`src/hw/rtl/etfp_pkg.sv`:
```
// Shared types, widths and constants for the escape-time fractal pixel unit.
// Holds the sequencer state type, configuration indexes and the palette function.
// No dependencies.
package etfp_pkg;

  localparam int DATA_W    = 32;
  localparam int LIM_W     = 10;
  localparam int NUM_W     = 18;
  localparam int QUO_W     = 8;
  localparam int CFG_IDX_W = 2;
  localparam int COLOR_W   = 16;

  localparam logic [DATA_W-1:0] CENTER_REAL_RST = -32'sd199620367;
  localparam logic [DATA_W-1:0] CENTER_IMAG_RST = 32'd35386746;
  localparam logic [DATA_W-1:0] PIXEL_STEP_RST  = 32'd2684354;
  localparam logic [LIM_W-1:0]  ITER_LIMIT_RST  = 10'd64;

  typedef enum logic [CFG_IDX_W-1:0] {
    CFG_CENTER_REAL = 2'd0,
    CFG_CENTER_IMAG = 2'd1,
    CFG_PIXEL_STEP  = 2'd2,
    CFG_ITER_LIMIT  = 2'd3
  } cfg_idx_t;

  typedef enum logic [3:0] {
    ST_IDLE,
    ST_MCR,
    ST_MCI,
    ST_PREP,
    ST_MY2,
    ST_MX1,
    ST_BULB,
    ST_SQ,
    ST_QX,
    ST_MQ,
    ST_CARD,
    ST_IT_A,
    ST_IT_B,
    ST_IT_C,
    ST_IT_D,
    ST_DIVW
  } state_t;

  // Gradient palette, packed as RGB565. Index zero is black.
  function automatic logic [COLOR_W-1:0] palette(input logic [QUO_W-1:0] idx);
    logic [QUO_W-1:0] g;
    g = (idx + {idx[QUO_W-3:0], 2'b00}) ^ {idx[QUO_W-2:0], 1'b0};
    if (idx == '0) begin
      return '0;
    end
    return {idx[7:3], g[7:2], ~idx[7:3]};
  endfunction

endpackage

```
`src/hw/rtl/escape_time_fractal_pixel_unit.sv`:
```
// Escape-time fractal pixel unit: one pixel request in, one color and iteration count out.
// A bulb or cardioid hit finishes early; otherwise each iteration runs through states IT_A to
// IT_D on the shared multiplier until the limit is used up or the point escapes. A new request
// is taken only in idle, after the result. Reset (rst_n, synchronous) restores register defaults.
// Each result is strobed on out_valid for one cycle; the receiver cannot stall it.
module escape_time_fractal_pixel_unit import etfp_pkg::*; #(
  parameter int SCREEN_W  = 256,
  parameter int SCREEN_H  = 256,
  parameter int FRAC_BITS = 28
) (
  input  logic                 clk,
  input  logic                 rst_n,
  input  logic                 start,
  output logic                 busy,
  input  logic [7:0]           in_pixel_x,
  input  logic [7:0]           in_pixel_y,
  output logic                 out_valid,
  output logic [COLOR_W-1:0]   out_pixel_color,
  output logic [LIM_W-1:0]     out_iterations_done,
  input  logic                 cfg_we,
  input  logic [CFG_IDX_W-1:0] cfg_index,
  input  logic [DATA_W-1:0]    cfg_data
);

  // Fixed-point constants. ONE and FOUR are formed on 64 bits and cut to 32, so a
  // large fraction width wraps the value four exactly as the arithmetic does.
  localparam logic [DATA_W-1:0] ONE     = DATA_W'(64'd1 << FRAC_BITS);
  localparam logic [DATA_W-1:0] FOUR    = DATA_W'(64'd4 << FRAC_BITS);
  localparam logic [DATA_W-1:0] ONE_16  = DATA_W'($signed(ONE) >>> 4);
  localparam logic [DATA_W-1:0] QUARTER = DATA_W'($signed(ONE) >>> 2);
  localparam logic [DATA_W-1:0] HALF_W  = DATA_W'(SCREEN_W / 2);
  localparam logic [DATA_W-1:0] HALF_H  = DATA_W'(SCREEN_H / 2);

  // Configuration registers.
  logic [DATA_W-1:0] ctr_re_r;
  logic [DATA_W-1:0] ctr_im_r;
  logic [DATA_W-1:0] step_r;
  logic [LIM_W-1:0]  lim_r;

  // Sequencer and datapath registers.
  state_t            state_r;
  state_t            state_nxt;
  logic [7:0]        px_r;
  logic [7:0]        py_r;
  logic [DATA_W-1:0] cr_r;
  logic [DATA_W-1:0] ci_r;
  logic [DATA_W-1:0] y2_r;
  logic [DATA_W-1:0] t_r;
  logic [DATA_W-1:0] xm_r;
  logic [DATA_W-1:0] zr_r;
  logic [DATA_W-1:0] zi_r;
  logic [DATA_W-1:0] zr2_r;
  logic [LIM_W-1:0]  it_r;

  logic               out_valid_r;
  logic [COLOR_W-1:0] out_color_r;
  logic [LIM_W-1:0]   out_it_r;

  // Shared multiplier and divider hookup.
  logic [DATA_W-1:0]  mul_a;
  logic [DATA_W-1:0]  mul_b;
  logic signed [63:0] prod;
  logic [DATA_W-1:0]  fm;
  logic [DATA_W-1:0]  plo;
  logic               div_go;
  logic               div_done;
  logic [QUO_W-1:0]   div_quo;
  logic [NUM_W-1:0]   div_num;

  // Decisions taken in the current state.
  logic               hit_bulb;
  logic               hit_card;
  logic               at_limit;
  logic               escaped;
  logic               fin;
  logic [COLOR_W-1:0] fin_color;
  logic [LIM_W-1:0]   fin_it;
  logic [DATA_W-1:0]  y2_q;

  // The fixed-point product is the floor of the full product shifted by the
  // fraction width, cut to 32 bits. The pixel offset uses the low 32 bits.
  assign fm   = prod[FRAC_BITS +: DATA_W];
  assign plo  = prod[DATA_W-1:0];
  assign y2_q = DATA_W'($signed(y2_r) >>> 2);

  // Period-2 bulb test: (x+1)^2 + y^2 <= 1/16.
  assign hit_bulb = ($signed(fm + y2_r) <= $signed(ONE_16));
  // Cardioid test: q*(q + x - 1/4) <= y^2/4.
  assign hit_card = ($signed(fm) <= $signed(y2_q));
  assign at_limit = (it_r >= lim_r);
  // Escape test: |z|^2 > 4, with the sum wrapped to 32 bits.
  assign escaped  = !($signed(zr2_r + fm) <= $signed(FOUR));

  // The palette index is it*255/limit; it*255 is formed as it*256 - it.
  assign div_num = NUM_W'({it_r, 8'h00}) - NUM_W'(it_r);

  etfp_mul u_mul (
    .clk  (clk),
    .a    ($signed(mul_a)),
    .b    ($signed(mul_b)),
    .prod (prod)
  );

  etfp_div u_div (
    .clk   (clk),
    .rst_n (rst_n),
    .go    (div_go),
    .num   (div_num),
    .den   (lim_r),
    .done  (div_done),
    .quo   (div_quo)
  );

  // Next-state logic. The setup runs two offset products, then the interior
  // tests, then states IT_A to IT_D for each iteration of z = z*z + c, and a divider wait on escape.
  always_comb begin
    state_nxt = state_r;
    unique case (state_r)
      ST_IDLE: begin
        if (start) begin
          state_nxt = ST_MCR;
        end
      end
      ST_MCR:  state_nxt = ST_MCI;
      ST_MCI:  state_nxt = ST_PREP;
      ST_PREP: state_nxt = ST_MY2;
      ST_MY2:  state_nxt = ST_MX1;
      ST_MX1:  state_nxt = ST_BULB;
      ST_BULB: state_nxt = hit_bulb ? ST_IDLE : ST_SQ;
      ST_SQ:   state_nxt = ST_QX;
      ST_QX:   state_nxt = ST_MQ;
      ST_MQ:   state_nxt = ST_CARD;
      ST_CARD: state_nxt = hit_card ? ST_IDLE : ST_IT_A;
      ST_IT_A: state_nxt = at_limit ? ST_IDLE : ST_IT_B;
      ST_IT_B: state_nxt = ST_IT_C;
      ST_IT_C: state_nxt = escaped ? ST_DIVW : ST_IT_D;
      ST_IT_D: state_nxt = ST_IT_A;
      ST_DIVW: begin
        if (div_done) begin
          state_nxt = ST_IDLE;
        end
      end
      default: state_nxt = ST_IDLE;
    endcase
  end

  // Output logic: multiplier operands, divider launch and the finishing result.
  always_comb begin
    mul_a     = '0;
    mul_b     = '0;
    div_go    = 1'b0;
    fin       = 1'b0;
    fin_color = '0;
    fin_it    = '0;
    unique case (state_r)
      ST_MCR: begin
        mul_a = {24'h000000, px_r} - HALF_W;
        mul_b = step_r;
      end
      ST_MCI: begin
        mul_a = {24'h000000, py_r} - HALF_H;
        mul_b = step_r;
      end
      ST_MY2: begin
        mul_a = ci_r;
        mul_b = ci_r;
      end
      ST_MX1: begin
        mul_a = t_r;
        mul_b = t_r;
      end
      ST_BULB: begin
        mul_a = xm_r;
        mul_b = xm_r;
        fin   = hit_bulb;
      end
      ST_MQ: begin
        mul_a = t_r;
        mul_b = xm_r;
      end
      ST_CARD: begin
        fin = hit_card;
      end
      ST_IT_A: begin
        mul_a  = zr_r;
        mul_b  = zr_r;
        fin    = at_limit;
        fin_it = it_r;
      end
      ST_IT_B: begin
        mul_a = zi_r;
        mul_b = zi_r;
      end
      ST_IT_C: begin
        mul_a  = zr_r;
        mul_b  = zi_r;
        div_go = escaped;
      end
      ST_DIVW: begin
        fin       = div_done;
        fin_color = palette(div_quo);
        fin_it    = it_r;
      end
      default: begin
      end
    endcase
  end

  // Control state and configuration registers.
  always_ff @(posedge clk) begin
    if (!rst_n) begin
      state_r     <= ST_IDLE;
      out_valid_r <= 1'b0;
      ctr_re_r    <= CENTER_REAL_RST;
      ctr_im_r    <= CENTER_IMAG_RST;
      step_r      <= PIXEL_STEP_RST;
      lim_r       <= ITER_LIMIT_RST;
    end else begin
      state_r     <= state_nxt;
      out_valid_r <= fin;
      if (cfg_we) begin
        unique case (cfg_idx_t'(cfg_index))
          CFG_CENTER_REAL: ctr_re_r <= cfg_data;
          CFG_CENTER_IMAG: ctr_im_r <= cfg_data;
          CFG_PIXEL_STEP:  step_r   <= cfg_data;
          CFG_ITER_LIMIT:  lim_r    <= cfg_data[LIM_W-1:0];
          default: begin
          end
        endcase
      end
    end
  end

  // Datapath registers. Each state captures the product issued in the state
  // before it; all sums wrap to 32 bits.
  always_ff @(posedge clk) begin
    unique case (state_r)
      ST_IDLE: begin
        if (start) begin
          px_r <= in_pixel_x;
          py_r <= in_pixel_y;
        end
      end
      ST_MCI: begin
        cr_r <= ctr_re_r + plo;
      end
      ST_PREP: begin
        ci_r <= ctr_im_r + plo;
        t_r  <= cr_r + ONE;
        xm_r <= cr_r - QUARTER;
      end
      ST_MX1: begin
        y2_r <= fm;
      end
      ST_SQ: begin
        t_r <= fm + y2_r;
      end
      ST_QX: begin
        xm_r <= t_r + xm_r;
      end
      ST_CARD: begin
        zr_r <= '0;
        zi_r <= '0;
        it_r <= '0;
      end
      ST_IT_B: begin
        zr2_r <= fm;
      end
      ST_IT_C: begin
        zr2_r <= zr2_r - fm;
      end
      ST_IT_D: begin
        zr_r <= zr2_r + cr_r;
        zi_r <= {fm[DATA_W-2:0], 1'b0} + ci_r;
        it_r <= it_r + 1'b1;
      end
      default: begin
      end
    endcase
    if (fin) begin
      out_color_r <= {fin_color[7:0], fin_color[15:8]};
      out_it_r    <= fin_it;
    end
  end

  assign busy                = (state_r != ST_IDLE);
  assign out_valid           = out_valid_r;
  assign out_pixel_color     = out_color_r;
  assign out_iterations_done = out_it_r;

endmodule

```
`src/hw/rtl/etfp_mul.sv`:
```
// Shared signed 32x32 multiplier with a registered 64-bit product.
// No package dependencies.
module etfp_mul (
  input  logic               clk,
  input  logic signed [31:0] a,
  input  logic signed [31:0] b,
  output logic signed [63:0] prod
);

  logic signed [63:0] prod_r;

  always_ff @(posedge clk) begin
    prod_r <= a * b;
  end

  assign prod = prod_r;

endmodule

```
`src/hw/rtl/etfp_div.sv`:
```
// Restoring divider for the palette index, one quotient bit per cycle.
// Depends on etfp_pkg for widths. The quotient must fit in QUO_W bits.
module etfp_div import etfp_pkg::*; (
  input  logic             clk,
  input  logic             rst_n,
  input  logic             go,
  input  logic [NUM_W-1:0] num,
  input  logic [LIM_W-1:0] den,
  output logic             done,
  output logic [QUO_W-1:0] quo
);

  localparam int CNT_W = $clog2(QUO_W);

  logic [NUM_W-1:0] rem_r;
  logic [NUM_W-1:0] dsr_r;
  logic [QUO_W-1:0] quo_r;
  logic [CNT_W-1:0] cnt_r;
  logic             run_r;
  logic             done_r;
  logic             ge;

  assign ge = (rem_r >= dsr_r);

  always_ff @(posedge clk) begin
    if (!rst_n) begin
      run_r  <= 1'b0;
      done_r <= 1'b0;
    end else begin
      done_r <= 1'b0;
      if (go) begin
        run_r <= 1'b1;
      end else if (run_r && cnt_r == '0) begin
        run_r  <= 1'b0;
        done_r <= 1'b1;
      end
    end
  end

  always_ff @(posedge clk) begin
    if (go) begin
      rem_r <= num;
      dsr_r <= NUM_W'(den) << (QUO_W - 1);
      cnt_r <= '1;
    end else if (run_r) begin
      if (ge) begin
        rem_r <= rem_r - dsr_r;
      end
      quo_r <= {quo_r[QUO_W-2:0], ge};
      dsr_r <= dsr_r >> 1;
      cnt_r <= cnt_r - 1'b1;
    end
  end

  assign done = done_r;
  assign quo  = quo_r;

endmodule
```
`config.mk`:
```
export PLATFORM = sky130hd
export DESIGN_NAME = escape_time_fractal_pixel_unit
export DESIGN_NICKNAME = d
export VERILOG_FILES = /design/src/hw/rtl/etfp_pkg.sv /design/src/hw/rtl/escape_time_fractal_pixel_unit.sv /design/src/hw/rtl/etfp_mul.sv /design/src/hw/rtl/etfp_div.sv
export SDC_FILE = /design/constraint.sdc
export NUM_CORES = 2
export LEC_CHECK = 0
export ABC_CLOCK_PERIOD_IN_PS = 15230
export BUFFER_PORTS_ARGS = -buffer_cell sky130_fd_sc_hd__buf_4
export CORE_ASPECT_RATIO = 1.1
export CORE_UTILIZATION = 72
export CTS_BUF_LIST = sky130_fd_sc_hd__clkbuf_8
export CTS_CLUSTER_SIZE = 14
export DETAILED_ROUTE_END_ITERATION = 12
export PLACE_DENSITY = 0.95
export SLEW_MARGIN = 20
export SYNTH_ARGS = -nofsm -noshare
export SYNTH_HDL_FRONTEND = slang
export SYNTH_SLANG_ARGS = --single-unit
```
`constraint.sdc`:
```
create_clock -name clk -period 15.23 [get_ports clk]
set_clock_uncertainty 0.05 [all_clocks]
set_input_delay 4.569 -clock clk [delete_from_list [all_inputs] [get_ports clk]]
set_output_delay 4.569 -clock clk [all_outputs]
set_load 0.02 [all_outputs]
```
# Yosys cells after proc, flatten, opt, wreduce, memory -nomap -nowiden
# Cells that the tools add are included.
word_totals:
  output_inout_bits: 28
  regBits: 527
  input_bits: 54
  wordCells: 132
classes:
  eq_ne: 20
  n_addsub: 17
  magnitude_cmp: 5
  bitwise_logic: 4
  mux: 29
  reduce_logical: 29
  n_mul: 1
op_table:
  columns: ["operator", "n"]
  rows:
  - ["case mux 32 bit (2 select lines)", 5]
  - ["adder 32 bit", 7]
  - ["case mux 32 bit (7 select lines)", 1]
  - ["case mux 32 bit (6 select lines)", 1]
  - ["case mux 4 bit (16 select lines)", 1]
  - ["multiplier 32 x 32 -> 60 bit", 1]
  - ["two-way mux 18 bit", 3]
  - ["two-way mux 17 bit", 2]
  - ["adder 32 x 29 -> 32 bit, second input constant", 1]
  - ["== test 4 bit, second input constant", 8]
  - ["less-or-equal comparator 32 x 26 -> 1 bit, second input constant", 1]
  - ["less-or-equal comparator 32 x 30 -> 1 bit", 1]
  - ["less-or-equal comparator 32 bit, second input constant", 1]
  - ["two-way mux 16 bit", 2]
  - ["subtractor 32 x 27 -> 32 bit, second input constant", 1]
  - ["subtractor 32 bit", 1]
  - ["case mux 10 bit (2 select lines)", 1]
  - [">= comparator 18 x 17 -> 1 bit", 1]
  - ["subtractor 18 x 10 -> 18 bit", 1]
  - ["subtractor 18 x 17 -> 18 bit", 1]
  - ["subtractor 8 x 8 -> 9 bit, second input constant", 2]
  - ["== test 4 x 3 -> 1 bit, second input constant", 4]
  - ["two-way mux 4 bit", 4]
  - ["AND reduction 2 bit", 8]
  - ["25 further kinds", 46]

# Logic depth before layout (Yosys ltp)
depth:
  ltp_word: 6
  ltp_mapped: 40
  mapped_depth_nobuf: 35

# By module
# From an unflattened synthesis, not the netlist that was laid out.
hier_totals:
  cells_unflattened: 7743
  hier_area_um2: 71613.7
modules_own_cells:
  columns: ["module", "seq_area_each_um2", "area_per_inst_um2", "instances", "cells_per_inst"]
  rows:
  - ["etfp_mul", 1281.2, 37753.7, 1, 3993]
  - ["escape_time_fractal_pixel_unit", 11471.0, 30908.4, 1, 3463]
  - ["etfp_div", 1321.3, 2951.6, 1, 287]

# Worst setup path before layout
# Ideal clock, no wire load.
synth_path:
  path_kind: "register to register"
  from: "reg state_r[2]"
  to: "reg u_mul.prod_r[55], in the netlist u_mul.prod[55]"
  slack_ps: 4903
  n_path_buf: 4
  stages_incl_launch_ff: 35
  synth_period_minus_slack_ps: 10327
  t_arrival_ps: 10149
  required_ps: 15052
  setup_ps: 128
  path_cell_list: "dfxtp_1 clkbuf_1 or2_2 clkbuf_1 nor2_1 a22oi_1 nand4_1 clkbuf_1 buf_1 nand2_1 fa_1 fa_1 fa_1 fa_1 inv_1 fa_1 inv_1 fa_1 inv_1 fa_1 inv_1 fa_1 inv_1 ha_1 a211oi_1 o21ai_0 a21oi_1 o21ai_0 a31oi_1 o211ai_1 o41ai_1 o31ai_1 a21boi_0 o21ai_0 xor2_1"
synth_between:
  elab_chain_len: 4
  word_cells_on_any_way: 17
  classes_between: "mul (1); eq/ne (9); mux (2); reduce/logical (5)"
synth_lines:
  columns: ["item", "line", "text"]
  rows:
  - ["from (decl)", "escape_time_fractal_pixel_unit.sv:41", "state_t state_r;"]
  - ["from (signal assigned)", "escape_time_fractal_pixel_unit.sv:219", "state_r <= state_nxt;"]
  - ["== test 4 bit, or another cell as far along", "escape_time_fractal_pixel_unit.sv:155", "unique case (state_r)"]
  - ["OR reduction 2 bit (no source line)", null, null]
  - ["case mux 32 bit (7 select lines) or case mux 32 bit (6 select lines) (tied branches)", "escape_time_fractal_pixel_unit.sv:155", null]
  - ["multiplier 32 x 32 -> 60 bit (*)", "etfp_mul.sv:13", "prod_r <= a * b;"]
  - ["to (signal assigned)", "etfp_mul.sv:13", null]
  - ["to (decl)", "etfp_mul.sv:10", "logic signed [63:0] prod_r;"]
# Mark *: on every way between the ends. The rest lies on a longest branch, timed or not.
# A chain may end at the register's enable or synchronous reset.

# Final worst setup path
layout_path:
  from: "reg state_r[1]"
  to: "reg u_mul.prod_r[55], in the netlist u_mul.prod[55]"
# The elaborated chain is that of the path after synthesis.

==> flow_summary_export.csv <==
group,metric,value,unit
floorplanning,dieArea,97200,µm²
route,vias,59400,
global_route,track_usage,0.500,
timing,setup_tns,0,ns
timing,finalSetupViolCount,0,
run_status,status,"complete, no violations",
synth,synth_mux_area_frac,0.00830,
synth,synth_area,69100,µm²
power_and_ir_drop,p_leak,33.4,nW
floorplanning,rows,118,
clock_network,clock-sinks,527,
clock_network,cts_root_buffer,"clkbuf_8",
placement,numPlacedInstances,8772,
floorplanning,start_util,0.730,
timing,worst_pin_slew,1.25,ns
placement,dp_hpwl,186000,µm
global_route,grt_pass1_vias,61000,
floorplanning,core-area,94600,µm²
min_path,hold_path.class,"flip-flop to flip-flop",
route,drt_iter0_drc,8063,
timing,period_needed,12.07,ns
synth,synth_top_family_by_area,"adder cells",
synth,ys_types,87,
setup_path,slowest_stage,"o41ai_1",
timing,grt_setup_unrepaired,"no",
route,drt_wl_total,240000,µm
synth,synth_xor_area_frac,0.0387,
setup_path,crit_fanout,32,
clock_network,cts_buffers,90,
clock_network,cts_hold_buffers,0,
synth,ys_ff_latch,527,
route,wl_per_cell,26.8,µm
global_route,grt_overflow,0,
timing,max_slew_margin,0.165,
cells_and_area,syn_to_final_growth,5.68,%
floorplanning,io_pins,82,
synth,syn_inst,7651,
placement,gp_congestion,1.04,
clock_network,clk_latency,0.76,ns
clock_network,clockBufferDepth,3,
cells_and_area,stdcell_count,8940,
synth,syn_avg_cell_area,9.03,µm²
route,first_pass_iters,10,
synth,synth-simple-area-share,0.153,
job,cap_violations,0,
setup_path,ff2ff_path_depth,33,
synth,synth_edf_count,344,
cells_and_area,layout_common_cells,"inv_1 (1201), nand2_1 (1121), fa_1 (1047)",
timing,drv_slew,0,
synth,synth-async-reset-ratio,0,
clock_network,cts_resized,0,
floorplanning,die_h,327,µm
timing,min_period_over_period,0.792,
clock_network,cts_tree,"built",
global_route,grt_pass1_wl,362000,µm
cells_and_area,layout-drive-gt1-share,0.0556,
setup_path,path_depth,33,
min_path,hold_path_depth,2,
global_route,grt_max_degree,65,
synth,synth_compound_area_frac,0.121,
synth,yosys.area_share.adder,0.394,
setup_path,crit_family,"adder cells",
setup_path,worstPathRequired,15.83,ns
route,viasPerCell,6.65,
placement,io_buffer_count,81,
cells_and_area,final_common_cell,"inv_1",
power_and_ir_drop,power_density,156,nW/µm²
setup_path,cp.arrival,12.66,ns
synth,yosys_warnings,0,
power_and_ir_drop,peakVddDrop,0.143,mV
route,drc,0,
setup_path,crit_path_start_kind,"flip-flop",
timing,hold_viol_final,0,
cells_and_area,nNetsFinal,9204,
setup_path,max_stage_delay,0.91,ns
cells_and_area,final_util,0.771,
timing,fmax,0.0829,GHz
route,antenna_left,0,
clock_network,cts_setup_buffers,0,
clock_network,htreeDepth,3,
setup_path,crit_top_cell,"fa_1",
setup_path,cp-end-kind,"flip-flop",
floorplanning,die_w,297,µm
global_route,grt_antenna_before_repair,10,
synth,ys_seq_area_frac,0.203,
setup_path,crit_type,"flip-flop to flip-flop",
clock_network,clk_pin_slew,0.07,ns
synth,synthFlopType,"edfxtp_1",
synth,synth_fp_nets,9251,
setup_path,crit_buf_inv,7,
final cells by class:
class	instances	area, µm²
Multi-Input combinational cell	5604	49700
Fill cell	6341	21600
Sequential cell	527	14000
Inverter	1178	4420
Tap cell	1260	1580
Timing Repair Buffer	203	1530
Clock buffer	100	1380
Clock inverter	64	442
Antenna cell	4	10.0
path summary, 6_finish.rpt:
| check | start | endpoint | slack [ns] |
|---|---|---|---|
| hold reg to reg | ctr_re_r[8] | ctr_re_r[8] | 0.41 |
| setup / recovery | state_r[1] | u_mul.prod[55] | 3.16 |
| setup reg to reg | state_r[1] | u_mul.prod[55] | 3.16 |
| hold / removal | ctr_re_r[8] | ctr_re_r[8] | 0.41 |
worst min-delay path: stages (launching register included):
cell     delay [ns]
dfxtp_1        0.31
nand2_1        0.05
a21oi_1        0.05
report_power, final:
group	switching (W)	internal, W	total, W
Clock	0.000671	0.000693	0.00136
Sequential	0.000305	0.00176	0.00206
Combinational	0.00505	0.00293	0.00798
stage by stage:
step	hold WS [ns]	setup WS (ns)	cell area (µm²)	power, W
detailed placement	0.405	3.44	71200	0.00967
finish	0.413	3.16	73000	0.0114
CTS	0.413	3.42	73000	0.0111
floorplan	0.386	4.90	69100	0.00718
global placement	0.393	3.59	71100	0.00944
global route	0.432	2.76	73000	0.0120
flip-flops by register name (all words and copies together), names as in the netlist, 32 cells and up:
signal      cells
zi_r           32
ci_r           32
y2_r           32
zr2_r          32
xm_r           32
ctr_im_r       32
zr_r           32
t_r            32
cr_r           32
u_mul.prod     60
step_r         32
ctr_re_r       32
per-layer routing:
| layer | track usage | vias up | wire, µm |
|---|---|---|---|
| met1 | 0.614 | 28600 | 78800 |
| met3 | 0.160 | 1294 | 35900 |
| li1 | - | 24900 | - |
| met2 | 0.750 | 4681 | 103000 |
| met4 | 0.354 | 14 | 21600 |
| met5 | 0.00534 | - | 148 |
synthesized netlist by cell type (56+ instances only):
library cell,count,share of area
nand2_1,1122,0.061
a22oi_1,105,0.011
dfxtp_1,183,0.053
clkbuf_1,316,0.017
nand3_1,144,0.010
nor2_1,692,0.038
a21o_1,127,0.014
o21ai_0,244,0.018
xor2_1,104,0.013
inv_1,1176,0.064
xnor2_1,199,0.025
nand2b_1,71,0.0064
ha_1,499,0.090
fa_1,1047,0.30
a21oi_1,324,0.023
and2_1,56,0.0051
nor3_1,83,0.0060
edfxtp_1,344,0.15
logic make-up after synthesis:
group           after synthesis
compound gates             1262
buf+inv                    1520
simple gates               2436
flops                       527
fa+ha+maj                  1546
xor+xnor                    304
mux                          56
Note: power is estimated with default switching activity, not from simulation.
